<file path="src/rtl/rdt_pkg.sv">
// Package with shared types, constants and codes for the record deque table.
`timescale 1ns / 1ps
package rdt_pkg;
  localparam int DEPTH_DEF = 16;
  localparam int KEY_W = 16;
  localparam int AMT_W = 32;
  localparam int TOT_W = 36;
  localparam int PCT_W = 11;
  localparam int CNT_W = 5;

  localparam logic [2:0] ACT_PUSH   = 3'd0;
  localparam logic [2:0] ACT_POP    = 3'd1;
  localparam logic [2:0] ACT_APPEND = 3'd2;
  localparam logic [2:0] ACT_FIND   = 3'd3;
  localparam logic [2:0] ACT_DELETE = 3'd4;
  localparam logic [2:0] ACT_SCALE  = 3'd5;

  localparam logic [1:0] ST_OK    = 2'd0;
  localparam logic [1:0] ST_NONE  = 2'd1;
  localparam logic [1:0] ST_FULL  = 2'd2;

  // Commands from controller to datapath.
  typedef struct packed {
    logic load;       // capture input beat
    logic rd;         // issue memory read at index
    logic cmp;        // compare read key against search key
    logic shift_up;   // move entry at idx-1 to idx
    logic shift_dn;   // move entry at idx+1 to idx
    logic wr_new;     // write the new record at idx
    logic wr_amt;     // write the scaled amount at idx
    logic mul;        // form product
    logic div;        // divide product by 100
    logic idx_clr;    // idx = 0
    logic idx_cnt;    // idx = count
    logic idx_inc;
    logic idx_dec;
    logic fin;        // build result and update count and total
  } rdt_cmd_t;

  typedef struct packed {
    logic full;
    logic empty;
    logic hit;
    logic idx_last;   // idx + 1 >= count
    logic idx_zero;
    logic div_done;
  } rdt_sts_t;
endpackage

</file>
<file path="src/rtl/rdt_if.sv">
// Valid and ready channel interfaces for the table input and result beats.
`timescale 1ns / 1ps
interface rdt_in_if;
  import rdt_pkg::*;
  logic valid;
  logic ready;
  logic [2:0] action;
  logic [KEY_W-1:0] item_id;
  logic signed [AMT_W-1:0] amount_in;
  logic signed [PCT_W-1:0] percent;
  modport source (output valid, action, item_id, amount_in, percent, input ready);
  modport sink (input valid, action, item_id, amount_in, percent, output ready);
endinterface

interface rdt_out_if;
  import rdt_pkg::*;
  logic valid;
  logic ready;
  logic [1:0] status;
  logic [KEY_W-1:0] item_id_out;
  logic signed [AMT_W-1:0] amount_out;
  logic [CNT_W-1:0] record_count;
  logic signed [TOT_W-1:0] total_amount;
  modport source (output valid, status, item_id_out, amount_out, record_count,
                  total_amount, input ready);
  modport sink (input valid, status, item_id_out, amount_out, record_count,
                total_amount, output ready);
endinterface

</file>
<file path="src/rtl/record_deque_table.sv">
// Top level of the record deque table: ordered records with key lookup.
// Push shifts every record up before writing at the head; append writes at the tail; pop and
// delete shift the later records down; scale multiplies and does a 3-digit divide by 100.
// The table takes one item at a time; the next beat is accepted only after the result is made.
// Reset: synchronous, active high; clears count, total and control, not record storage.
`timescale 1ns / 1ps
module record_deque_table
  import rdt_pkg::*;
#(
  parameter int DEPTH = DEPTH_DEF
) (
  input logic clk,
  input logic rst,
  rdt_in_if.sink in_ch,
  rdt_out_if.source out_ch
);
  rdt_cmd_t cmd;
  rdt_sts_t sts;
  logic [1:0] res_status;

  rdt_ctrl u_ctrl (
    .clk(clk), .rst(rst),
    .in_valid(in_ch.valid), .in_ready(in_ch.ready), .in_action(in_ch.action),
    .out_valid(out_ch.valid), .out_ready(out_ch.ready),
    .cmd(cmd), .sts(sts), .res_status(res_status)
  );

  rdt_datapath #(.DEPTH(DEPTH)) u_dp (
    .clk(clk), .rst(rst), .cmd(cmd), .sts(sts),
    .action(in_ch.action), .item_id(in_ch.item_id),
    .amount_in(in_ch.amount_in), .percent(in_ch.percent),
    .res_status(res_status),
    .o_status(out_ch.status), .o_id(out_ch.item_id_out), .o_amt(out_ch.amount_out),
    .o_count(out_ch.record_count), .o_total(out_ch.total_amount)
  );
endmodule

</file>
<file path="src/rtl/rdt_datapath.sv">
// Datapath: record memory, index, search, scale arithmetic, count and total.
`timescale 1ns / 1ps
module rdt_datapath
  import rdt_pkg::*;
#(
  parameter int DEPTH = DEPTH_DEF
) (
  input  logic clk,
  input  logic rst,
  input  rdt_cmd_t cmd,
  output rdt_sts_t sts,
  input  logic [2:0] action,
  input  logic [KEY_W-1:0] item_id,
  input  logic signed [AMT_W-1:0] amount_in,
  input  logic signed [PCT_W-1:0] percent,
  input  logic [1:0] res_status,
  output logic [1:0] o_status,
  output logic [KEY_W-1:0] o_id,
  output logic signed [AMT_W-1:0] o_amt,
  output logic [CNT_W-1:0] o_count,
  output logic signed [TOT_W-1:0] o_total
);
  localparam int IW = $clog2(DEPTH);
  localparam int CW = $clog2(DEPTH + 1);
  localparam int PW = AMT_W + PCT_W + 1;
  localparam int QW = PW;
  localparam int DIG_W = 15;
  localparam int DIV_STEPS = 3;
  localparam int MW = DIG_W * DIV_STEPS;
  localparam logic [20:0] RECIP_25 = 21'd1342178;

  logic [KEY_W-1:0] mem_key [DEPTH];
  logic signed [AMT_W-1:0] mem_amt [DEPTH];

  logic [2:0] act;
  logic [KEY_W-1:0] key;
  logic signed [AMT_W-1:0] amt;
  logic signed [PCT_W-1:0] pct;
  logic [CW-1:0] count;
  logic signed [TOT_W-1:0] total;
  logic [CW-1:0] idx;
  logic [KEY_W-1:0] rd_key;
  logic signed [AMT_W-1:0] rd_amt;
  logic [KEY_W-1:0] hit_key;
  logic signed [AMT_W-1:0] hit_amt;
  logic signed [PCT_W:0] fac;
  logic signed [PW-1:0] prod;
  logic [MW-1:0] mag;
  logic [6:0] rem;
  logic [QW-1:0] quo;
  logic neg;
  logic [5:0] dcnt;
  logic [DIG_W+6:0] dv_t;
  logic [DIG_W+4:0] dv_u;
  logic [40:0] dv_p;
  logic [DIG_W-1:0] dv_q;
  logic [DIG_W+6:0] dv_r;
  logic signed [AMT_W-1:0] sat_q;
  logic signed [QW:0] q_s;
  logic [CW-1:0] idx_src;
  logic signed [TOT_W-1:0] delta;
  logic [CW-1:0] count_next;

  always_ff @(posedge clk) begin
    if (cmd.load) begin
      act <= action;
      key <= item_id;
      amt <= amount_in;
      pct <= percent;
    end
  end

  always_ff @(posedge clk) begin
    if (rst) begin
      idx <= '0;
    end else if (cmd.idx_clr) begin
      idx <= '0;
    end else if (cmd.idx_cnt) begin
      idx <= count;
    end else if (cmd.idx_inc) begin
      idx <= idx + 1'b1;
    end else if (cmd.idx_dec) begin
      idx <= idx - 1'b1;
    end
  end

  // Shifts read the neighbor via one read port; a later state writes it at idx.
  always_comb begin
    idx_src = idx;
    if (cmd.shift_up) idx_src = idx - 1'b1;
    if (cmd.shift_dn) idx_src = idx + 1'b1;
  end

  always_ff @(posedge clk) begin
    if (cmd.rd) begin
      rd_key <= mem_key[idx_src[IW-1:0]];
      rd_amt <= mem_amt[idx_src[IW-1:0]];
    end
    if (cmd.wr_new) begin
      mem_key[idx[IW-1:0]] <= key;
      mem_amt[idx[IW-1:0]] <= amt;
    end else if (cmd.shift_up || cmd.shift_dn) begin
      mem_key[idx[IW-1:0]] <= rd_key;
      mem_amt[idx[IW-1:0]] <= rd_amt;
    end else if (cmd.wr_amt) begin
      mem_amt[idx[IW-1:0]] <= sat_q;
    end
  end

  assign fac = $signed({pct[PCT_W-1], pct}) + (PCT_W+1)'(100);

  // One base 2^15 digit of |product| / 100 per step: the partial dividend stays
  // below 100 * 2^15, so dividing it by 4 and then by 25 with a reciprocal is exact.
  always_comb begin
    dv_t = {rem, mag[MW-1 -: DIG_W]};
    dv_u = dv_t[DIG_W+6:2];
    dv_p = 41'(dv_u) * 41'(RECIP_25);
    dv_q = dv_p[39:25];
    dv_r = dv_t - (DIG_W+7)'(dv_q) * (DIG_W+7)'(7'd100);
  end

  always_ff @(posedge clk) begin
    if (cmd.mul) begin
      prod <= rd_amt * fac;
      dcnt <= '0;
      rem  <= '0;
    end else if (cmd.div) begin
      if (dcnt == 6'd0) begin
        neg <= prod[PW-1];
        mag <= MW'(prod[PW-1] ? -prod : prod);
        quo <= '0;
        rem <= '0;
        dcnt <= 6'd1;
      end else begin
        quo <= {quo[QW-DIG_W-1:0], dv_q};
        mag <= mag << DIG_W;
        rem <= dv_r[6:0];
        dcnt <= dcnt + 1'b1;
      end
    end
  end

  always_comb begin
    q_s = neg ? -$signed({1'b0, quo}) : $signed({1'b0, quo});
    if (q_s > (QW+1)'(32'sh7fffffff)) sat_q = 32'sh7fffffff;
    else if (q_s < -(QW+1)'(64'sh80000000)) sat_q = 32'sh80000000;
    else sat_q = q_s[AMT_W-1:0];
  end

  always_comb begin
    delta = '0;
    count_next = count;
    if (res_status == ST_OK) begin
      unique case (act)
        ACT_PUSH, ACT_APPEND: begin
          delta = TOT_W'(amt);
          count_next = count + 1'b1;
        end
        ACT_POP, ACT_DELETE: begin
          delta = -TOT_W'(hit_amt);
          count_next = count - 1'b1;
        end
        ACT_SCALE: delta = TOT_W'(sat_q) - TOT_W'(hit_amt);
        default: delta = '0;
      endcase
    end
  end

  // Found record is held in rd_key/rd_amt; shifts overwrite those, so keep a copy.
  always_ff @(posedge clk) begin
    if (cmd.cmp) begin
      hit_key <= rd_key;
      hit_amt <= rd_amt;
    end
  end

  always_ff @(posedge clk) begin
    if (rst) begin
      count <= '0;
      total <= '0;
    end else if (cmd.fin) begin
      count <= count_next;
      total <= total + delta;
    end
  end

  always_ff @(posedge clk) begin
    if (cmd.fin) begin
      o_status <= res_status;
      o_count  <= CNT_W'(count_next);
      o_total  <= total + delta;
      if (res_status != ST_OK) begin
        o_id <= '0;
        o_amt <= '0;
      end else if (act == ACT_PUSH || act == ACT_APPEND) begin
        o_id <= key;
        o_amt <= amt;
      end else if (act == ACT_SCALE) begin
        o_id <= hit_key;
        o_amt <= sat_q;
      end else begin
        o_id <= hit_key;
        o_amt <= hit_amt;
      end
    end
  end

  assign sts.full = (count >= CW'(DEPTH));
  assign sts.empty = (count == '0);
  assign sts.hit = (rd_key == key);
  assign sts.idx_last = ((idx + 1'b1) >= count);
  assign sts.idx_zero = (idx == '0);
  assign sts.div_done = (dcnt == 6'(DIV_STEPS + 1));
endmodule

</file>
<file path="src/rtl/rdt_ctrl.sv">
// Controller state machine sequencing search, shift, scale and result beats.
`timescale 1ns / 1ps
module rdt_ctrl
  import rdt_pkg::*;
(
  input  logic clk,
  input  logic rst,
  input  logic in_valid,
  output logic in_ready,
  input  logic [2:0] in_action,
  output logic out_valid,
  input  logic out_ready,
  output rdt_cmd_t cmd,
  input  rdt_sts_t sts,
  output logic [1:0] res_status
);
  typedef enum logic [10:0] {
    S_IDLE  = 11'b00000000001,
    S_DEC   = 11'b00000000010,
    S_SRD   = 11'b00000000100,
    S_SCMP  = 11'b00000001000,
    S_MUL   = 11'b00000010000,
    S_DIV   = 11'b00000100000,
    S_FIN   = 11'b00001000000,
    S_UPRD  = 11'b00010000000,
    S_UPWR  = 11'b00100000000,
    S_DNRD  = 11'b01000000000,
    S_DNWR  = 11'b10000000000
  } state_t;

  state_t state, state_next;
  logic [2:0] act;
  logic [1:0] rs, rs_next;
  logic out_pend;

  always_ff @(posedge clk) begin
    if (rst) begin
      state <= S_IDLE;
      rs <= ST_OK;
    end else begin
      state <= state_next;
      rs <= rs_next;
    end
  end

  always_ff @(posedge clk) begin
    if (in_valid && in_ready) act <= in_action;
  end

  always_ff @(posedge clk) begin
    if (rst) out_pend <= 1'b0;
    else if (cmd.fin) out_pend <= 1'b1;
    else if (out_ready) out_pend <= 1'b0;
  end
  assign out_valid = out_pend;
  assign res_status = rs;

  // New beat may enter while the previous result waits, but it must not finish over it.
  assign in_ready = (state == S_IDLE);

  always_comb begin
    cmd = '0;
    state_next = state;
    rs_next = rs;
    unique case (state)
      S_IDLE: begin
        if (in_valid) begin
          cmd.load = 1'b1;
          state_next = S_DEC;
        end
      end
      S_DEC: begin
        rs_next = ST_OK;
        unique case (act)
          ACT_PUSH: begin
            if (sts.full) begin
              rs_next = ST_FULL;
              state_next = S_FIN;
            end else begin
              cmd.idx_cnt = 1'b1;
              state_next = S_UPRD;
            end
          end
          ACT_APPEND: begin
            if (sts.full) rs_next = ST_FULL;
            else cmd.idx_cnt = 1'b1;
            state_next = sts.full ? S_FIN : S_UPWR;
          end
          ACT_POP, ACT_FIND, ACT_DELETE, ACT_SCALE: begin
            if (sts.empty) begin
              rs_next = ST_NONE;
              state_next = S_FIN;
            end else begin
              cmd.idx_clr = 1'b1;
              state_next = S_SRD;
            end
          end
          default: begin
            rs_next = ST_NONE;
            state_next = S_FIN;
          end
        endcase
      end
      S_SRD: begin
        cmd.rd = 1'b1;
        state_next = S_SCMP;
      end
      S_SCMP: begin
        if (act == ACT_POP || sts.hit) begin
          cmd.cmp = 1'b1;
          if (act == ACT_SCALE) state_next = S_MUL;
          else if (act == ACT_FIND) state_next = S_FIN;
          else state_next = S_DNRD;
        end else if (sts.idx_last) begin
          rs_next = ST_NONE;
          state_next = S_FIN;
        end else begin
          cmd.idx_inc = 1'b1;
          state_next = S_SRD;
        end
      end
      S_MUL: begin
        cmd.mul = 1'b1;
        state_next = S_DIV;
      end
      S_DIV: begin
        if (sts.div_done) begin
          cmd.wr_amt = 1'b1;
          state_next = S_FIN;
        end else begin
          cmd.div = 1'b1;
        end
      end
      // Head insert: walk idx down from count, copying idx-1 into idx.
      S_UPRD: begin
        if (sts.idx_zero) begin
          state_next = S_UPWR;
        end else begin
          cmd.shift_up = 1'b1;
          cmd.rd = 1'b1;
          state_next = S_UPWR;
          rs_next = ST_OK;
        end
      end
      S_UPWR: begin
        if (act == ACT_PUSH && !sts.idx_zero) begin
          cmd.shift_up = 1'b1;
          cmd.idx_dec = 1'b1;
          state_next = S_UPRD;
        end else begin
          cmd.wr_new = 1'b1;
          state_next = S_FIN;
        end
      end
      // Removal: walk idx up, copying idx+1 into idx until the last entry.
      S_DNRD: begin
        if (sts.idx_last) begin
          state_next = S_FIN;
        end else begin
          cmd.shift_dn = 1'b1;
          cmd.rd = 1'b1;
          state_next = S_DNWR;
        end
      end
      S_DNWR: begin
        cmd.shift_dn = 1'b1;
        cmd.idx_inc = 1'b1;
        state_next = S_DNRD;
      end
      S_FIN: begin
        if (!out_pend || out_ready) begin
          cmd.fin = 1'b1;
          state_next = S_IDLE;
        end
      end
      default: state_next = S_IDLE;
    endcase
  end

`ifndef SYNTHESIS
  a_onehot: assert property (@(posedge clk) disable iff (rst) $onehot(state))
    else $error("state not one-hot");
  a_fin_slot: assert property (@(posedge clk) disable iff (rst)
    cmd.fin |-> (!out_pend || out_ready))
    else $error("result beat overwritten");
  a_accept_idle: assert property (@(posedge clk) disable iff (rst)
    (in_valid && in_ready) |=> state == S_DEC)
    else $error("accepted beat not decoded");
  a_no_both_shift: assert property (@(posedge clk) disable iff (rst)
    !(cmd.shift_up && cmd.shift_dn))
    else $error("conflicting shifts");
`endif
endmodule

</file>
<file path="src/flat_wrapper.sv">
// flat-port wrapper written by rule: the top's interface ports become plain ports
module record_deque_table_flat import rdt_pkg::*;
#(
  parameter int DEPTH = DEPTH_DEF
)
  (clk, rst, in_ch_valid, in_ch_action, in_ch_item_id, in_ch_amount_in, in_ch_percent, in_ch_ready, out_ch_valid, out_ch_status, out_ch_item_id_out, out_ch_amount_out, out_ch_record_count, out_ch_total_amount, out_ch_ready);
  rdt_in_if in_ch_i ();
  rdt_out_if out_ch_i ();
  input logic clk;
  input logic rst;
  input wire logic [$bits(in_ch_i.valid)-1:0] in_ch_valid;
  input wire logic [$bits(in_ch_i.action)-1:0] in_ch_action;
  input wire logic [$bits(in_ch_i.item_id)-1:0] in_ch_item_id;
  input wire logic [$bits(in_ch_i.amount_in)-1:0] in_ch_amount_in;
  input wire logic [$bits(in_ch_i.percent)-1:0] in_ch_percent;
  output wire logic [$bits(in_ch_i.ready)-1:0] in_ch_ready;
  output wire logic [$bits(out_ch_i.valid)-1:0] out_ch_valid;
  output wire logic [$bits(out_ch_i.status)-1:0] out_ch_status;
  output wire logic [$bits(out_ch_i.item_id_out)-1:0] out_ch_item_id_out;
  output wire logic [$bits(out_ch_i.amount_out)-1:0] out_ch_amount_out;
  output wire logic [$bits(out_ch_i.record_count)-1:0] out_ch_record_count;
  output wire logic [$bits(out_ch_i.total_amount)-1:0] out_ch_total_amount;
  input wire logic [$bits(out_ch_i.ready)-1:0] out_ch_ready;
  assign in_ch_i.valid = in_ch_valid;
  assign in_ch_i.action = in_ch_action;
  assign in_ch_i.item_id = in_ch_item_id;
  assign in_ch_i.amount_in = in_ch_amount_in;
  assign in_ch_i.percent = in_ch_percent;
  assign in_ch_ready = in_ch_i.ready;
  assign out_ch_valid = out_ch_i.valid;
  assign out_ch_status = out_ch_i.status;
  assign out_ch_item_id_out = out_ch_i.item_id_out;
  assign out_ch_amount_out = out_ch_i.amount_out;
  assign out_ch_record_count = out_ch_i.record_count;
  assign out_ch_total_amount = out_ch_i.total_amount;
  assign out_ch_i.ready = out_ch_ready;
  record_deque_table #(.DEPTH(DEPTH)) u_core (.clk(clk), .rst(rst), .in_ch(in_ch_i), .out_ch(out_ch_i));
endmodule
</file>
<file path="config.mk">
export PLATFORM = sky130hd
export DESIGN_NAME = record_deque_table_flat
export DESIGN_NICKNAME = d
export VERILOG_FILES = /design/src/rtl/rdt_pkg.sv /design/src/rtl/rdt_if.sv /design/src/rtl/record_deque_table.sv /design/src/rtl/rdt_datapath.sv /design/src/rtl/rdt_ctrl.sv /design/src/flat_wrapper.sv
export SDC_FILE = /design/constraint.sdc
export NUM_CORES = 2
export LEC_CHECK = 0
export ABC_AREA = 1
export BUFFER_PORTS_ARGS = -buffer_cell sky130_fd_sc_hd__buf_2
export CORE_MARGIN = 3
export CORE_UTILIZATION = 45
export CTS_CLUSTER_DIAMETER = 50
export DETAILED_ROUTE_END_ITERATION = 10
export GPL_ROUTABILITY_DRIVEN = 0
export SLEW_MARGIN = 10
export SYNTH_ARGS = -nofsm -noshare
export SYNTH_HDL_FRONTEND = slang
export SYNTH_SLANG_ARGS = --single-unit
</file>
<file path="constraint.sdc">
create_clock -name clk -period 6.6 [get_ports clk]
set_input_delay 1.32 -clock clk [delete_from_list [all_inputs] [get_ports clk]]
set_output_delay 1.32 -clock clk [all_outputs]
set_load 0.005 [all_outputs]
</file>
==> impl_results.md <==
* Status: complete, but fails checks
* Failing checks: negative setup slack
* Post-DP HPWL at 169.2 mm
* Vias in the first global route at between 50000 and 60000
* Post-DRT Antenna Nets at 0
* Worst Hold Class: reg -> reg
* Min Tclk post-route at 6.777 ns
* Met1 WL at 99.49 mm
* Switching pwr at 11500 uW
* Unrepaired setup endpoints after global routing: yes
* Placed instance area at 0.08343 mm2
* Net Sw Frac at 37.40%
* Hold WS at 0.4482 ns
* Top Metal Used: met5
* Die width at 424.2 um
* Drt first pass iters at 8
* Final Slew Violations at 0
* Pwr Density at 340.4 mW/mm2
* Post-synthesis sequential area ratio at 45.77%
* Final period util at 102.7%
* Final WS setup at -0.1769 ns
* Slowest cell on crit path: fa_2
* Initial Utilization at between 40% and 50%
* Maximum clock path buffer count at 3
* Number of synthesized flops with an enable pin at 1151
* Clock Skews at 0.05121 ns
* Die Y at around 420 um
* DR WL/cell at 22.15 um
* Top_reg_cell synth: edfxtp_1
* GRT Overall Usage at between 20% and 30%
* Max-cap violations at 0
* Area Overhead vs Synth at 14.71%
* Largest area contributor in the netlist: edfxtp_1
* Post-synthesis instance total at between 8000 and 9000
* FF+latch count, synth at 1224
* Drt initial violations at between 7000 and 8000
* Worst path most repeated cell: fa_1
* Worst-path clk slew at 0.05 ns
* Synth Cell Area at 0.07870 mm2
* # rows at ~150
* Synth top area cells: edfxtp_1, fa_1, nand2_1, ha_1, nand3_1
* Global-route wire length before repair at between 300 and 400 mm
* Final hold violations at 0
* WS Path Type: reg -> reg
* Via density at between 5 and 6
* Post-Layout Cell Count at 11163
* Worst Tran Pin Value at 1.209 ns
* Max incr delay on CP at ~0.57 ns
* Metal3 WL at 19.90 mm
* Async set-reset flop share out of synthesis at 0%
* Worst EP arrival at 7.39 ns
* Avg Cell Area, Syn at ~9.4 um2
* Sequential share of power at 29.8%
* Internal power at 19240 uW
* Metal2 WL at ~110 mm
* CTS Buf Count at between 100 and 150
* H-tree levels at 4
* Yosys top cell area share at 43.92%
* Total number of vias at 61491
* Synth cell types at 64
* Leak Pwr at 0.03902 uW
* Max Freq at 0.1476 GHz
* Clock share of power at 26.0%
* PortBufs at between 150 and 200
* Drt total wl at approximately 250 mm
* CTS tree: done
* Crit-path max FO at 3
* Clock root cell: clkbuf_16
* Req. time, crit path at 7.21 ns
* Overall die area at 0.1799 mm2
* Nets at 9675
* Yosys warns at 0
* VDD IR max at around 0.00059 V
* Initial antenna violation count at 14
* Placed cells at 10824
* Share of post-route cells with drive strength above 1 at between 10% and 20%
* Post-Syn Nets at 9332
* Final setup fails at 1
* GRT Residual Overflow at 0
* Clk_lat worst skew at 0.81 ns
* Io pins at between 150 and 200
* Largest net degree at the start of global routing at around 180
* Remaining DRCs at 0
* Finished Cell Area at 0.09028 mm2
* Relative slew slack at 19.28%
* # clock sinks at 1224
* Core area at 0.1727 mm2
* Comb power frac at 44.2%
* CP startpoint kind: flop
* CP endpoint kind: flop
[logic make-up (layout without fill, tap and decap cells)]
family,after synthesis,after routing,share of synthesized area [%]
buf+inv,1433,1896,7.510
simple gates,3851,3851,20.36
flops,1224,1224,45.77
other cells,0,7,0
xor+xnor,164,164,1.852
compound gates,828,828,5.835
fa+ha+maj,883,883,18.66
[final timing paths]
path                                     start                                end  slack, ns  cells after the start
min reg2reg  u_core.u_dp.total[2]$_SDFFE_PP0P_  u_core.u_dp.total[2]$_SDFFE_PP0P_       0.45                      2
max              u_core.u_dp.mag[43]$_DFFE_PP_    u_core.u_dp.rem[6]$_SDFFE_PP0P_      -0.18                     29
max reg2reg      u_core.u_dp.mag[43]$_DFFE_PP_    u_core.u_dp.rem[6]$_SDFFE_PP0P_      -0.18                     29
min          u_core.u_dp.total[2]$_SDFFE_PP0P_  u_core.u_dp.total[2]$_SDFFE_PP0P_       0.45                      2
[critical path: cells and delay by family (launching register included)]
kind                     cells  cell delay, ns
AND/OR/NAND/NOR              5            0.37
flip-flops                   1            0.44
buffers and inverters        6            0.44
adder cells (fa/ha/maj)     10            4.06
XOR/XNOR                     3            0.59
AO/OA/AOI/OAI                5            0.71
[metrics by stage]
stage	total power (uW)	setup TNS, ns	worst slack (ns)	util [%]
6_report	30730	-0.1769	-0.1769	52.28
5_1_grt	32390	-2.231	-0.4426	52.28
4_1_cts	28600	-0.1659	-0.1659	51.28
3_5_place_dp	20580	-0.3096	-0.2671	48.31
3_3_place_gp	20410	-0.2300	-0.2053	48.31
2_1_floorplan	16850	-0.02782	-0.02782	-
[area by class of cell]
cell class              instances  area [um2]
diodes                          7       17.52
clock buffers                 179        3904
clock inverters                92       938.4
fillers                     15681       82410
inverters                    1073        4054
multi-input cells            5726       38350
flip-flops and latches       1224       36030
well taps                    2310        2890
repair buffers                552        4096
[Yosys cell counts, drive strengths merged (2+ instances only)]
cell type,count
a211oi,8
a21boi,6
a21o,15
a21oi,340
a221oi,3
a22oi,4
a311oi,3
a31oi,68
and2,4
and3,2
buf,224
clkbuf,136
dfxtp,73
edfxtp,1151
fa,485
ha,398
inv,1072
nand2,2258
nand3,846
nand3b,8
nand4,51
nor2,545
nor3,84
nor3b,3
nor4,23
o211ai,12
o21a,16
o21ai,289
o21bai,43
o221ai,4
o22ai,2
o31ai,12
or2,26
xnor2,72
xor2,91
[sequential cells by signal, summed over array words and instances, names as in the netlist, 32 cells and up]
signal               count
u_core.u_dp.mem_amt    512
u_core.u_dp.total       36
u_core.u_dp.rd_amt      32
u_core.u_dp.amt         32
u_core.u_dp.o_total     36
u_core.u_dp.quo         44
u_core.u_dp.mem_key    256
u_core.u_dp.o_amt       32
u_core.u_dp.hit_amt     32
u_core.u_dp.mag         45
u_core.u_dp.prod        44
[layer usage]
metal	vias to the layer above	track usage, %
li1	28293	-
met1	29871	35.95
met2	2726	42.57
met3	597	4.361
met4	4	13.46
met5	-	0
[repair_timing]
action,4_1_cts,5_1_grt
gates resized for setup,33,276
hold buffers,0,0
endpoints found under the setup margin,5,81
setup buffers,14,46
pin swaps,26,87
cloned,0,1
[power groups by stage]
stage | Sequential [uW] | Clock (uW) | Combinational (uW)
global route | 9160 | 8460 | 14800
finish | 9170 | 7990 | 13600
floorplan | 9280 | 0 | 7570
CTS | 9160 | 8110 | 11300
detailed placement | 9320 | 0 | 11300
global placement | 9320 | 0 | 11100
[cells in the final DEF (no fill, tap or decap), types with 85 or more instances in the layout]
| master | count |
|---|---|
| nand2_1 | 2213 |
| fa_1 | 469 |
| edfxtp_1 | 1151 |
| nor2_1 | 512 |
| nand3_1 | 836 |
| buf_4 | 354 |
| xor2_1 | 85 |
| clkbuf_16 | 152 |
| o21ai_0 | 253 |
| inv_1 | 1034 |
| buf_2 | 158 |
| a21oi_1 | 296 |
| ha_1 | 340 |
Note: power is estimated with default switching activity, not from simulation.
